<file path="src/rtl/frp_pkg.sv">
// Shared types, codes and constants of the FASTA record parser.
package frp_pkg;

	// Character table reach; codes at or above it are never sequence text
	localparam int unsigned CHAR_TABLE_SIZE = 128;

	localparam logic [7:0] MARKER_CHAR  = 8'h3E;
	localparam logic [7:0] NEWLINE_CHAR = 8'h0A;

	// Result queue depth; must be a power of two and at least 4
	localparam int unsigned OQ_DEPTH = 4;
	localparam int unsigned OQ_PTR_W = $clog2(OQ_DEPTH);
	localparam int unsigned OQ_CNT_W = $clog2(OQ_DEPTH + 1);

	typedef enum logic [2:0] {
		KIND_HDR  = 3'd0,
		KIND_SEQ  = 3'd1,
		KIND_DONE = 3'd2,
		KIND_END  = 3'd3,
		KIND_ERR  = 3'd4
	} kind_t;

	typedef enum logic [2:0] {
		ERR_NONE     = 3'd0,
		ERR_MARKER   = 3'd1,
		ERR_HDR_LONG = 3'd2,
		ERR_SEQ_LONG = 3'd3,
		ERR_BAD_CHAR = 3'd4
	} err_t;

	typedef enum logic [2:0] {
		REG_ALLOWED_LO = 3'd0,
		REG_ALLOWED_HI = 3'd1,
		REG_IGNORED_LO = 3'd2,
		REG_IGNORED_HI = 3'd3,
		REG_MAX_HDR    = 3'd4,
		REG_MAX_SEQ    = 3'd5
	} reg_idx_t;

	typedef struct packed {
		kind_t       kind;
		logic [7:0]  out_byte;
		logic [31:0] record_length;
		err_t        error_code;
		logic        last;
	} res_t;

	function automatic res_t mk_res(kind_t k, logic [7:0] b, logic [31:0] len, err_t e);
		res_t r;
		r.kind          = k;
		r.out_byte      = b;
		r.record_length = len;
		r.error_code    = e;
		r.last          = 1'b0;
		return r;
	endfunction

endpackage

</file>
<file path="src/rtl/fasta_record_parser.sv">
// Top level of the FASTA record parser: input stage, parse logic and settings.
//
// Input stream s_*: one byte per transfer in s_tdata; s_tlast high marks the
// end of the stream (the byte is then disregarded). Output stream m_*: one
// result per transfer, kind on m_tuser, m_tlast on the final result of an
// input transfer. Settings are written through cfg_wen/cfg_index/cfg_data
// while the stream is idle; unknown indexes are dropped.
// An accepted byte is registered in the input stage; the parse logic then
// writes its results into the result queue, whose head drives m_*.
// Throughput: one byte per cycle while the queue has room; an end of stream
// inside an open record yields two results. Rate is set by the
// single parse stage, which advances whenever the four-entry result queue
// has room for two results.
// A receiver stall fills the queue, then holds the parse stage, then drops
// s_tready; nothing is lost. Reset clears the parse state, the sticky error
// and the queue and restores the default settings (newline ignored, no
// allowed characters, limits at maximum).
module fasta_record_parser import frp_pkg::*; #(
	parameter int HEADER_COUNT_WIDTH = 16,
	parameter int SEQ_COUNT_WIDTH    = 32
) (
	input  logic        clk,
	input  logic        arst_n,
	input  logic        s_tvalid,
	output logic        s_tready,
	input  logic [7:0]  s_tdata,  // [7:0] data_byte
	input  logic        s_tlast,
	output logic        m_tvalid,
	input  logic        m_tready,
	output logic [47:0] m_tdata,  // [7:0] out_byte, [39:8] record_length, [42:40] error_code
	output logic [2:0]  m_tuser,  // [2:0] kind
	output logic        m_tlast,
	input  logic        cfg_wen,
	input  logic [2:0]  cfg_index,
	input  logic [63:0] cfg_data
);

	localparam int HW = HEADER_COUNT_WIDTH;
	localparam int SW = SEQ_COUNT_WIDTH;
	localparam int HCMP_W = (HW > 16) ? HW : 16;
	localparam int SCMP_W = (SW > 32) ? SW : 32;

	typedef enum logic [1:0] {
		PH_MARKER = 2'd0,
		PH_HEADER = 2'd1,
		PH_SEQ    = 2'd2,
		PH_ERROR  = 2'd3
	} phase_t;

	// Settings
	logic [127:0] allowed_q;
	logic [127:0] ignored_q;
	logic [15:0]  max_hdr_q;
	logic [31:0]  max_seq_q;

	// Input stage
	logic       valid_s1;
	logic [7:0] byte_s1;
	logic       eoi_s1;

	// Parse state
	phase_t        phase_q, phase_d;
	logic [HW-1:0] hcnt_q, hcnt_d;
	logic [SW-1:0] scnt_q, scnt_d;
	logic          line_q, line_d;
	err_t          err_q, err_d;

	res_t        r0, r1, dout;
	logic [1:0]  n_res;
	logic        q_room;
	logic        advance;
	logic        bad_byte;
	logic        hdr_full;
	logic        seq_full;
	logic [SCMP_W-1:0] scnt_ext;
	logic [31:0]  cur_len;

	always_ff @(posedge clk or negedge arst_n) begin
		if (!arst_n) begin
			allowed_q <= '0;
			ignored_q <= 128'd1024;
			max_hdr_q <= 16'hFFFF;
			max_seq_q <= 32'hFFFF_FFFF;
		end else if (cfg_wen) begin
			unique case (cfg_index)
				REG_ALLOWED_LO: allowed_q[63:0]   <= cfg_data;
				REG_ALLOWED_HI: allowed_q[127:64] <= cfg_data;
				REG_IGNORED_LO: ignored_q[63:0]   <= cfg_data;
				REG_IGNORED_HI: ignored_q[127:64] <= cfg_data;
				REG_MAX_HDR:    max_hdr_q         <= cfg_data[15:0];
				REG_MAX_SEQ:    max_seq_q         <= cfg_data[31:0];
				default: ;
			endcase
		end
	end

	assign advance  = valid_s1 && q_room;
	assign s_tready = !valid_s1 || advance;

	always_ff @(posedge clk or negedge arst_n) begin
		if (!arst_n) begin
			valid_s1 <= 1'b0;
		end else if (s_tready) begin
			valid_s1 <= s_tvalid;
		end
	end

	always_ff @(posedge clk) begin
		if (s_tvalid && s_tready) begin
			byte_s1 <= s_tdata;
			eoi_s1  <= s_tlast;
		end
	end

	assign bad_byte = byte_s1[7] || ({1'b0, byte_s1} >= 9'(CHAR_TABLE_SIZE));
	assign hdr_full = (HCMP_W'(hcnt_q) >= HCMP_W'(max_hdr_q)) || (&hcnt_q);
	assign seq_full = (SCMP_W'(scnt_q) >= SCMP_W'(max_seq_q)) || (&scnt_q);
	assign scnt_ext = SCMP_W'(scnt_q);
	assign cur_len  = scnt_ext[31:0];

	always_comb begin
		phase_d = phase_q;
		hcnt_d  = hcnt_q;
		scnt_d  = scnt_q;
		line_d  = line_q;
		err_d   = err_q;
		r0      = mk_res(KIND_ERR, 8'd0, 32'd0, err_q);
		r1      = mk_res(KIND_END, 8'd0, 32'd0, ERR_NONE);
		n_res   = 2'd0;
		if (phase_q == PH_ERROR) begin
			n_res = 2'd1;
		end else if (eoi_s1) begin
			// close an open record first, then report the end
			if (phase_q == PH_MARKER) begin
				r0    = mk_res(KIND_END, 8'd0, 32'd0, ERR_NONE);
				n_res = 2'd1;
			end else begin
				r0    = mk_res(KIND_DONE, 8'd0,
					(phase_q == PH_SEQ) ? cur_len : 32'd0, ERR_NONE);
				n_res = 2'd2;
			end
			phase_d = PH_MARKER;
			hcnt_d  = '0;
			scnt_d  = '0;
			line_d  = 1'b1;
		end else begin
			unique case (phase_q)
				PH_MARKER: begin
					if (byte_s1 != MARKER_CHAR) begin
						phase_d = PH_ERROR;
						err_d   = ERR_MARKER;
						r0      = mk_res(KIND_ERR, 8'd0, 32'd0, ERR_MARKER);
						n_res   = 2'd1;
					end else begin
						phase_d = PH_HEADER;
						hcnt_d  = '0;
						scnt_d  = '0;
						line_d  = 1'b1;
					end
				end
				PH_HEADER: begin
					if (byte_s1 == NEWLINE_CHAR) begin
						phase_d = PH_SEQ;
						scnt_d  = '0;
						line_d  = 1'b1;
					end else if (hdr_full) begin
						phase_d = PH_ERROR;
						err_d   = ERR_HDR_LONG;
						r0      = mk_res(KIND_ERR, 8'd0, 32'd0, ERR_HDR_LONG);
						n_res   = 2'd1;
					end else begin
						hcnt_d = hcnt_q + HW'(1);
						r0     = mk_res(KIND_HDR, byte_s1, 32'd0, ERR_NONE);
						n_res  = 2'd1;
					end
				end
				default: begin
					if (line_q && byte_s1 == MARKER_CHAR) begin
						// marker at line start: close record, open next header
						r0      = mk_res(KIND_DONE, 8'd0, cur_len, ERR_NONE);
						n_res   = 2'd1;
						phase_d = PH_HEADER;
						hcnt_d  = '0;
						scnt_d  = '0;
						line_d  = 1'b1;
					end else begin
						line_d = (byte_s1 == NEWLINE_CHAR);
						if (bad_byte || (!ignored_q[byte_s1[6:0]] &&
							!allowed_q[byte_s1[6:0]])) begin
							phase_d = PH_ERROR;
							err_d   = ERR_BAD_CHAR;
							r0      = mk_res(KIND_ERR, 8'd0, 32'd0, ERR_BAD_CHAR);
							n_res   = 2'd1;
						end else if (ignored_q[byte_s1[6:0]]) begin
							n_res = 2'd0;
						end else if (seq_full) begin
							phase_d = PH_ERROR;
							err_d   = ERR_SEQ_LONG;
							r0      = mk_res(KIND_ERR, 8'd0, 32'd0, ERR_SEQ_LONG);
							n_res   = 2'd1;
						end else begin
							scnt_d = scnt_q + SW'(1);
							r0     = mk_res(KIND_SEQ, byte_s1, 32'd0, ERR_NONE);
							n_res  = 2'd1;
						end
					end
				end
			endcase
		end
		r0.last = (n_res == 2'd1);
		r1.last = 1'b1;
	end

	always_ff @(posedge clk or negedge arst_n) begin
		if (!arst_n) begin
			phase_q <= PH_MARKER;
			hcnt_q  <= '0;
			scnt_q  <= '0;
			line_q  <= 1'b1;
			err_q   <= ERR_NONE;
		end else if (advance) begin
			phase_q <= phase_d;
			hcnt_q  <= hcnt_d;
			scnt_q  <= scnt_d;
			line_q  <= line_d;
			err_q   <= err_d;
		end
	end

	frp_outq u_outq (
		.clk    (clk),
		.arst_n (arst_n),
		.push0  (advance && (n_res != 2'd0)),
		.push1  (advance && (n_res == 2'd2)),
		.din0   (r0),
		.din1   (r1),
		.room   (q_room),
		.valid  (m_tvalid),
		.ready  (m_tready),
		.dout   (dout)
	);

	assign m_tdata = {5'd0, dout.error_code, dout.record_length, dout.out_byte};
	assign m_tuser = dout.kind;
	assign m_tlast = dout.last;

	// The error state always carries a real code
	a_err_code: assert property (@(posedge clk) disable iff (!arst_n)
		phase_q == PH_ERROR |-> err_q != ERR_NONE)
		else $error("error phase without a stored code");

	// Error results leave with a non-zero code
	a_err_out: assert property (@(posedge clk) disable iff (!arst_n)
		m_tvalid && m_tuser == KIND_ERR |-> err_t'(m_tdata[42:40]) != ERR_NONE)
		else $error("error result with empty code");

	// Parse stage never runs into a queue short of two free entries
	a_room: assert property (@(posedge clk) disable iff (!arst_n)
		advance |-> q_room)
		else $error("parse advanced without queue room");

	// Once in error, the phase stays there
	a_sticky: assert property (@(posedge clk) disable iff (!arst_n)
		phase_q == PH_ERROR |=> phase_q == PH_ERROR)
		else $error("error phase left before reset");

endmodule

</file>
<file path="src/rtl/frp_outq.sv">
// Small result queue taking up to two results per cycle and giving one.
module frp_outq import frp_pkg::*; (
	input  logic clk,
	input  logic arst_n,
	input  logic push0,
	input  logic push1,
	input  res_t din0,
	input  res_t din1,
	output logic room,
	output logic valid,
	input  logic ready,
	output res_t dout
);

	res_t                mem [OQ_DEPTH];
	logic [OQ_PTR_W-1:0] wr_ptr_q;
	logic [OQ_PTR_W-1:0] rd_ptr_q;
	logic [OQ_CNT_W-1:0] count_q;
	logic [OQ_CNT_W-1:0] n_push;
	logic                pop;

	assign valid  = (count_q != '0);
	assign pop    = valid && ready;
	assign dout   = mem[rd_ptr_q];
	assign room   = (count_q <= OQ_CNT_W'(OQ_DEPTH - 2));
	assign n_push = OQ_CNT_W'(push0) + OQ_CNT_W'(push1);

	always_ff @(posedge clk) begin
		if (push0) begin
			mem[wr_ptr_q] <= din0;
		end
		if (push1) begin
			mem[wr_ptr_q + OQ_PTR_W'(1)] <= din1;
		end
	end

	always_ff @(posedge clk or negedge arst_n) begin
		if (!arst_n) begin
			wr_ptr_q <= '0;
			rd_ptr_q <= '0;
			count_q  <= '0;
		end else begin
			wr_ptr_q <= wr_ptr_q + n_push[OQ_PTR_W-1:0];
			if (pop) begin
				rd_ptr_q <= rd_ptr_q + OQ_PTR_W'(1);
			end
			count_q <= count_q + n_push - OQ_CNT_W'(pop);
		end
	end

endmodule

</file>
<file path="config.mk">
export PLATFORM = sky130hd
export DESIGN_NAME = fasta_record_parser
export DESIGN_NICKNAME = d
export VERILOG_FILES = /design/src/rtl/frp_pkg.sv /design/src/rtl/fasta_record_parser.sv /design/src/rtl/frp_outq.sv
export SDC_FILE = /design/constraint.sdc
export NUM_CORES = 1
export LEC_CHECK = 0
export ABC_AREA = 0
export BUFFER_PORTS_ARGS = -buffer_cell sky130_fd_sc_hd__buf_4
export CAP_MARGIN = 30
export CORE_MARGIN = 3
export CORE_UTILIZATION = 55
export CTS_CLUSTER_SIZE = 20
export DETAILED_ROUTE_END_ITERATION = 7
export PLACE_DENSITY = 0.73
export SLEW_MARGIN = 15
export SYNTH_ARGS = -nofsm -noshare
export SYNTH_HDL_FRONTEND = slang
export SYNTH_SLANG_ARGS = --single-unit
</file>
<file path="constraint.sdc">
create_clock -name clk -period 5.1 [get_ports clk]
set_clock_uncertainty 0.1 [all_clocks]
set_input_delay 0.765 -clock clk [delete_from_list [all_inputs] [get_ports clk]]
set_output_delay 0.765 -clock clk [all_outputs]
set_load 0.03 [all_outputs]
</file>
==> metrics.md, run 1 <==
| Metric | Value |
|---|---|
| Clock Sinks | about 560 |
| Predominant post-synthesis flop cell | dfrtp_1 |
| Vias per cell | a little over 6 |
| Avg WL per Cell | roughly 22 um |
| Post-Route WL | 67300 um |
| First-pass GRT wire length | about 110000 um |
| Antenna viol nets, final | 0 |
| Setup violations, final | 0 |
| Min cycle time layout | 4218 ps |
| Synth cell types | between 70 and 80 |
| Die outline height | roughly 230 um |
| Final Hold Fails | 0 |
| Post-synth top area cell | dfrtp_1 |
| Synth area leaders | dfrtp_1 (29%), dfxtp_1 (14%), mux2_2 (12%), mux4_2 (7.4%), mux2i_1 (6.8%) |
| Psw | 4.939 mW |
| Setup slack, reg-to-reg | between 800 and 900 ps |
| Initial antenna violation count | 0 |
| Hold Crit Class | in2async |
| Post-route DRC | 0 |
| Area Overhead vs Synth | 13.27% |
| CP Cell Sequence | buf_4 -> nor2_1 -> a22oi_1 -> nand4_1 -> nand3_1 -> o22ai_1 -> o21ai_0 -> o41a_1 -> nor2b_1 -> a22o_1 |
| Final core occ | between 60% and 70% |
| Root buffer cell | clkbuf_16 |
| Buffers on Ports | approximately 130 |
| Max IR drop VDD | ~330 uV |
| Relative slew slack | between 20% and 30% |
| CP arrival | about 4700 ps |
| Hold_buf cts | 0 |
| Layout cells sized above 1 | between 30% and 40% |
| Clk pwr share | approximately 29% |
| Ports | 135 |
| Seq pwr share | between 40% and 50% |
| Sequential area share after synthesis | about 50% |
| Post-Syn Area | 0.02685 mm2 |
| Initial DRC Count | ~1700 |
| Gate power share | 29.8% |
| Leak | ~13 nW |
| R2R Path End | u_outq.mem[1][40] |
| Post-CTS sizing | 0 |
| Commonest non-fill, non-tap cells in the layout | dfrtp_1 (314), mux2_2 (297), nor2_1 (202), dfxtp_1 (188), mux2i_1 (182) |
| Vias in the first global route | 18773 |
| Grt ovf | 0 |
| Int Pwr | roughly 10 mW |
| Crit path capture | u_outq.mem[1][40] |
| Crit start category | register |
| Critical path type | reg2reg |
| Endpoint class of the critical path | register |
| Pin count of the biggest net entering global routing | about 130 |
| Ys async rst share | 65.01% |
| Critical-path top delay cell | nor2_1 |
| TNS Setup | 0 ps |
| Clk pin slew, worst setup/hold paths | 70 ps |
| Worst Tran Pin Value | around 1100 ps |
| Post-CTS setup buffers | 0 |
| RePlAce Congestion | between 0.8 and 0.9 |
| Worst path required time | roughly 5600 ps |
| Worst R2R Start | byte_s1[2] |
| Worst Setup SP | byte_s1[2] |
| Num rows | 80 |
| Status | complete, no violations |
| Average size of a mapped cell | around 12 um2 |
| Pre-Repair DR Iteration Count | 5 |
| Total number of vias | 18564 |
| Cells after synthesis | between 2000 and 2500 |
| Slew Limit Fails | 0 |
| RSZ-0062 raised after global routing | no |
| Ys Warns | 0 |
| Bufs and invs on worst path | 1 |
| Die area | 0.05151 mm2 |
| Levels on crit path | 10 |
| Cts bufs inserted | 58 |
| #FFs+latches synth | 563 |
| Max frequency | about 240 MHz |
| Worst-Skew Late Latency | about 640 ps |
| R2R cell count | 10 |
| Worst Hold Slack | between 150 and 200 ps |
| Core Region | between 0.04 and 0.05 mm2 |
| Worst Path Max Fanout | 9 |
| Gr usage total | a little over a quarter |
| Max clock buf depth | 3 |
| Initial Util | a little under three fifths |
| Die X | roughly 230 um |
| NumNets Final | approximately 2500 |
| # diodes | 0 |
| Yosys top cell area share | around 29% |
| Sw frac | 33.25% |
| CTS HTree Levels | 2 |
| Crit path largest cell delay | 750 ps |
| Dpl hpwl | around 45000 um |
| Number of enable flip-flop cells after synthesis | 9 |
| Tcrit/Tclk final | a little over 80% |
| Pwr dens | ~490 mW/mm2 |
| CTS tree | built |
| Top delay family on crit path | compound AO/OA/AOI/OAI gates |
| Most common cell after layout, fill and taps aside | dfrtp_1 |
| Max_cap viols | 0 |
-- cells by family after synthesis --
logic type               Yosys count  synth area share (%)
AO/OA/AOI/OAI                    304                 7.735
XOR/XNOR                          17                0.5545
adder cells (fa/ha/maj)           55                 2.591
buffers and inverters            223                 3.779
flip-flops                       563                 49.36
multiplexers                     567                 26.62
other                              1               0.01396
AND/OR/NAND/NOR                  522                 9.347
-- Yosys cell counts, types with 33 or more instances --
library cell	n
mux2i_1	182
a21oi_1	49
clkbuf_1	97
inv_1	74
nand3_1	48
dfstp_2	50
dfrtp_1	316
o21ai_0	74
and2_1	39
ha_1	54
nand2_1	86
mux2_2	297
dfxtp_1	188
nor2_1	205
mux4_2	88
a22o_1	33
-- cell type report --
| class | instances | area (um2) |
|---|---|---|
| Multi-Input combinational cell | 1470 | 12720 |
| Tap cell | 615 | 769.5 |
| Sequential cell | 563 | 13260 |
| Clock inverter | 24 | 287.8 |
| Clock buffer | 83 | 1698 |
| Fill cell | 3630 | 17530 |
| Timing Repair Buffer | 173 | 1406 |
| Inverter | 75 | 281.5 |
-- stage by stage --
step                      total power [mW]  instance area (um2)  worst slack (ps)  std cells
final                                14.86                30420             882.4       3003
after floorplan                      9.131                26870              2012       2256
after global routing                 15.56                30420             761.9       3003
after global placement               10.38                28430              1104       2896
after CTS                            14.91                30420              1014       3003
after detailed placement             10.53                28430              1026       2896
-- layer usage --
layer	up-vias	global-route usage [%]	part of all wire (%)
met4	0	8.057	2.7
met3	126	3.714	5.4
met1	9496	36.19	43
li1	8356	-	-
met5	-	0	0
met2	586	43.72	49
-- worst min path at each step --
stage                           start                end  slack [ps]
global route               s_tdata[6]         byte_s1[6]         190
global placement    u_outq.mem[1][45]  u_outq.mem[1][45]         350
CTS                            arst_n     ignored_q[118]         170
floorplan           u_outq.mem[3][45]  u_outq.mem[3][45]         340
detailed placement  u_outq.mem[1][39]  u_outq.mem[1][39]         360
finish                         arst_n     allowed_q[119]         150
-- state kept, by name, indices dropped and copies added, names as in the netlist, 3 cells and up --
register / flops
err_q: 3
byte_s1: 8
u_outq.mem: 188
max_seq_q: 32
allowed_q: 128
cur_len: 32
hcnt_q: 16
ignored_q: 128
max_hdr_q: 16
u_outq.count_q: 3
-- power by group through the flow --
stage	Clock, mW	Sequential, mW	Combinational (mW)
3_3_place_gp	0	6.07	4.31
3_5_place_dp	0	6.12	4.41
6_report	4.37	6.06	4.43
5_1_grt	4.63	6.16	4.76
4_1_cts	4.44	6.05	4.43
2_1_floorplan	0	5.75	3.38
Note: power is estimated with default switching activity, not from simulation.
==> inputs of run 2 (changes only) <==
--- a/config.mk
+++ b/config.mk
@@ -12,7 +12,7 @@
 export CORE_UTILIZATION = 55
 export CTS_CLUSTER_SIZE = 20
 export DETAILED_ROUTE_END_ITERATION = 7
-export PLACE_DENSITY = 0.73
+export PLACE_DENSITY = 0.76
 export SLEW_MARGIN = 15
 export SYNTH_ARGS = -nofsm -noshare
 export SYNTH_HDL_FRONTEND = slang
==> constraint.sdc (replaced) <==
create_clock -name clk -period 3.6 [get_ports clk]
set_clock_uncertainty 0.1 [all_clocks]
set_input_delay 0.54 -clock clk [delete_from_list [all_inputs] [get_ports clk]]
set_output_delay 0.54 -clock clk [all_outputs]
set_load 0.03 [all_outputs]
==> metrics.md, run 2 (synthesis gave the netlist of run 1 again) <==
| Metric | Value |
|---|---|
| Max clock buf depth | 3 |
| Vias in the first global route | between 15000 and 20000 |
| Critical path type | reg2reg |
| Pre-Repair DR Iteration Count | 8 |
| RSZ-0062 raised after global routing | yes |
| Initial Util | 56.01% |
| Worst path required time | 3980 ps |
| CTS tree | built |
| Worst Tran Pin Value | about 950 ps |
| Clk pin slew, worst setup/hold paths | about 70 ps |
| Root buffer cell | clkbuf_16 |
| Critical-path top delay cell | mux4_2 |
| Worst-Skew Late Latency | 620 ps |
| Dpl hpwl | approximately 47000 um |
| Most common cell after layout, fill and taps aside | dfrtp_1 |
| Endpoint class of the critical path | register |
| Layout cells sized above 1 | between 30% and 40% |
| Total number of vias | between 15000 and 20000 |
| Final core occ | around two thirds |
| Biggest register | u_outq.mem |
| Slew Limit Fails | 0 |
| Core Region | between 0.04 and 0.05 mm2 |
| CTS HTree Levels | 2 |
| DP Worst Slack | between 50 and 60 ps |
| Avg WL per Cell | 22.41 um |
| Worst Hold Slack | 31.92 ps |
| Total power | around 21 mW |
| Crit start category | register |
| Pwr dens | between 600 and 700 mW/mm2 |
| Commonest non-fill, non-tap cells in the layout | dfrtp_1 (314), mux2_2 (297), buf_4 (218), nor2_1 (202), dfxtp_1 (188) |
| Leak | 13.26 nW |
| Gr usage total | around 27% |
| Antenna viol nets, final | 0 |
| Largest regs | u_outq.mem (188), allowed_q (128), ignored_q (128) |
| Min cycle time layout | 3510 ps |
| Status | complete, no violations |
| Fillers | approximately 3400 |
| CP arrival | a little under 4000 ps |
| Ports | around 140 |
| Relative slew slack | 36.92% |
| Setup violations, final | 0 |
| Cts bufs inserted | 56 |
| RePlAce Congestion | a little over 0.9 |
| Post-route DRC | 0 |
| Post-Route WL | around 69000 um |
| Hold Crit Class | in2reg |
| Num rows | 80 |
| Final Hold Fails | 0 |
| Clock Sinks | roughly 560 |
| Grt ovf | 0 |
| Die area | approximately 0.05 mm2 |
| # diodes | 0 |
| Die outline height | around 230 um |
| Initial antenna violation count | 0 |
| Crit path largest cell delay | 530 ps |
| Area Overhead vs Synth | 16.43% |
| First-pass GRT wire length | roughly 110000 um |
| Max_cap viols | 0 |
| Buffers on Ports | 129 |
| Worst Path Max Fanout | 45 |
| Max reg flops | around 190 |
| Die X | between 200 and 250 um |
| Final worst slack | between 90 and 100 ps |
| Initial DRC Count | 1648 |
| NumNets Final | around 2600 |
| Tcrit/Tclk final | between 90% and 100% |
| Max frequency | 284.9 MHz |
| Max IR drop VDD | between 500 and 600 uV |
| Vias per cell | between 6 and 7 |
| CP Cell Sequence | buf_12 -> mux4_2 -> a22o_1 -> a221oi_2 -> o2111ai_1 -> nor3_2 -> buf_4 -> nor3_2 -> buf_4 -> o32ai_4 -> buf_12 -> mux2i_1 -> nor2_1 |
| Pin count of the biggest net entering global routing | approximately 120 |
[run 2: cell types whose count changed in the layout (fill, tap and decap cells not counted), sizes merged]
cell         previous run  this run
clkinvlp                3         4
buf                   173       245
bufinv                  4         3
clkbuf                 83        81
dlygate4sd3             0         8
inv                    76        77
[run 2: per-stage QoR]
step	std cells	cell area [um2]	TNS (ps)
2_1_floorplan	2256	26870	0
3_3_place_gp	2967	29150	0
3_5_place_dp	2967	29150	0
4_1_cts	3080	31150	0
5_1_grt	3082	31270	-109.6
6_report	3082	31270	0
[run 2: worst paths after layout]
path	from	end	slack (ps)	cells after the start
setup / recovery	byte_s1[0]	u_outq.mem[0][7]	90	13
hold / removal	s_tdata[7]	byte_s1[7]	30	1
setup reg to reg	byte_s1[0]	u_outq.mem[0][7]	90	13
hold reg to reg	u_outq.rd_ptr_q[1]	u_outq.rd_ptr_q[1]	360	1
max in group asynchronous	arst_n	ignored_q[10]	1920	3
min in group asynchronous	arst_n	ignored_q[117]	470	2
[run 2: power by group]
part	leakage [nW]	internal [mW]	total (mW)	switching, mW
combinational	6.30	3.25	6.92	3.67
sequential	6.01	7.63	8.47	0.843
clock	0.946	3.47	6.04	2.57
[run 2: timing repair]
action | in CTS | in global routing
resized for setup | 0 | 12
buffers inserted | 0 | 1
endpoints found under the hold margin | 102 | 0
hold buffers | 8 | 0
endpoints found under the setup margin | 0 | 166
[run 2: cell type report]
class                   instances  area (um2)  area share, %
repair buffers                254        2263          7.239
flip-flops and latches        563       13260          42.40
clock inverters                25       250.2         0.8004
clock buffers                  80        1675          5.359
multi-input cells            1470       12770          40.84
well taps                     615       769.5          2.461
inverters                      75       281.5         0.9004
[run 2: worst max-delay path, delay by kind of cell, from the launching register on]
family	cells	cell delay (ps)
flip-flops	1	400
AND/OR/NAND/NOR	3	320
AO/OA/AOI/OAI	4	810
buffers and inverters	4	880
multiplexers	2	810
[run 2: layer usage]
layer	track usage [%]	vias up	wire [um]
met1	36.80	9734	29360
met3	3.907	146	3849
met5	0	-	0
met4	9.049	0	2009
li1	-	8532	-
met2	44.96	639	33860
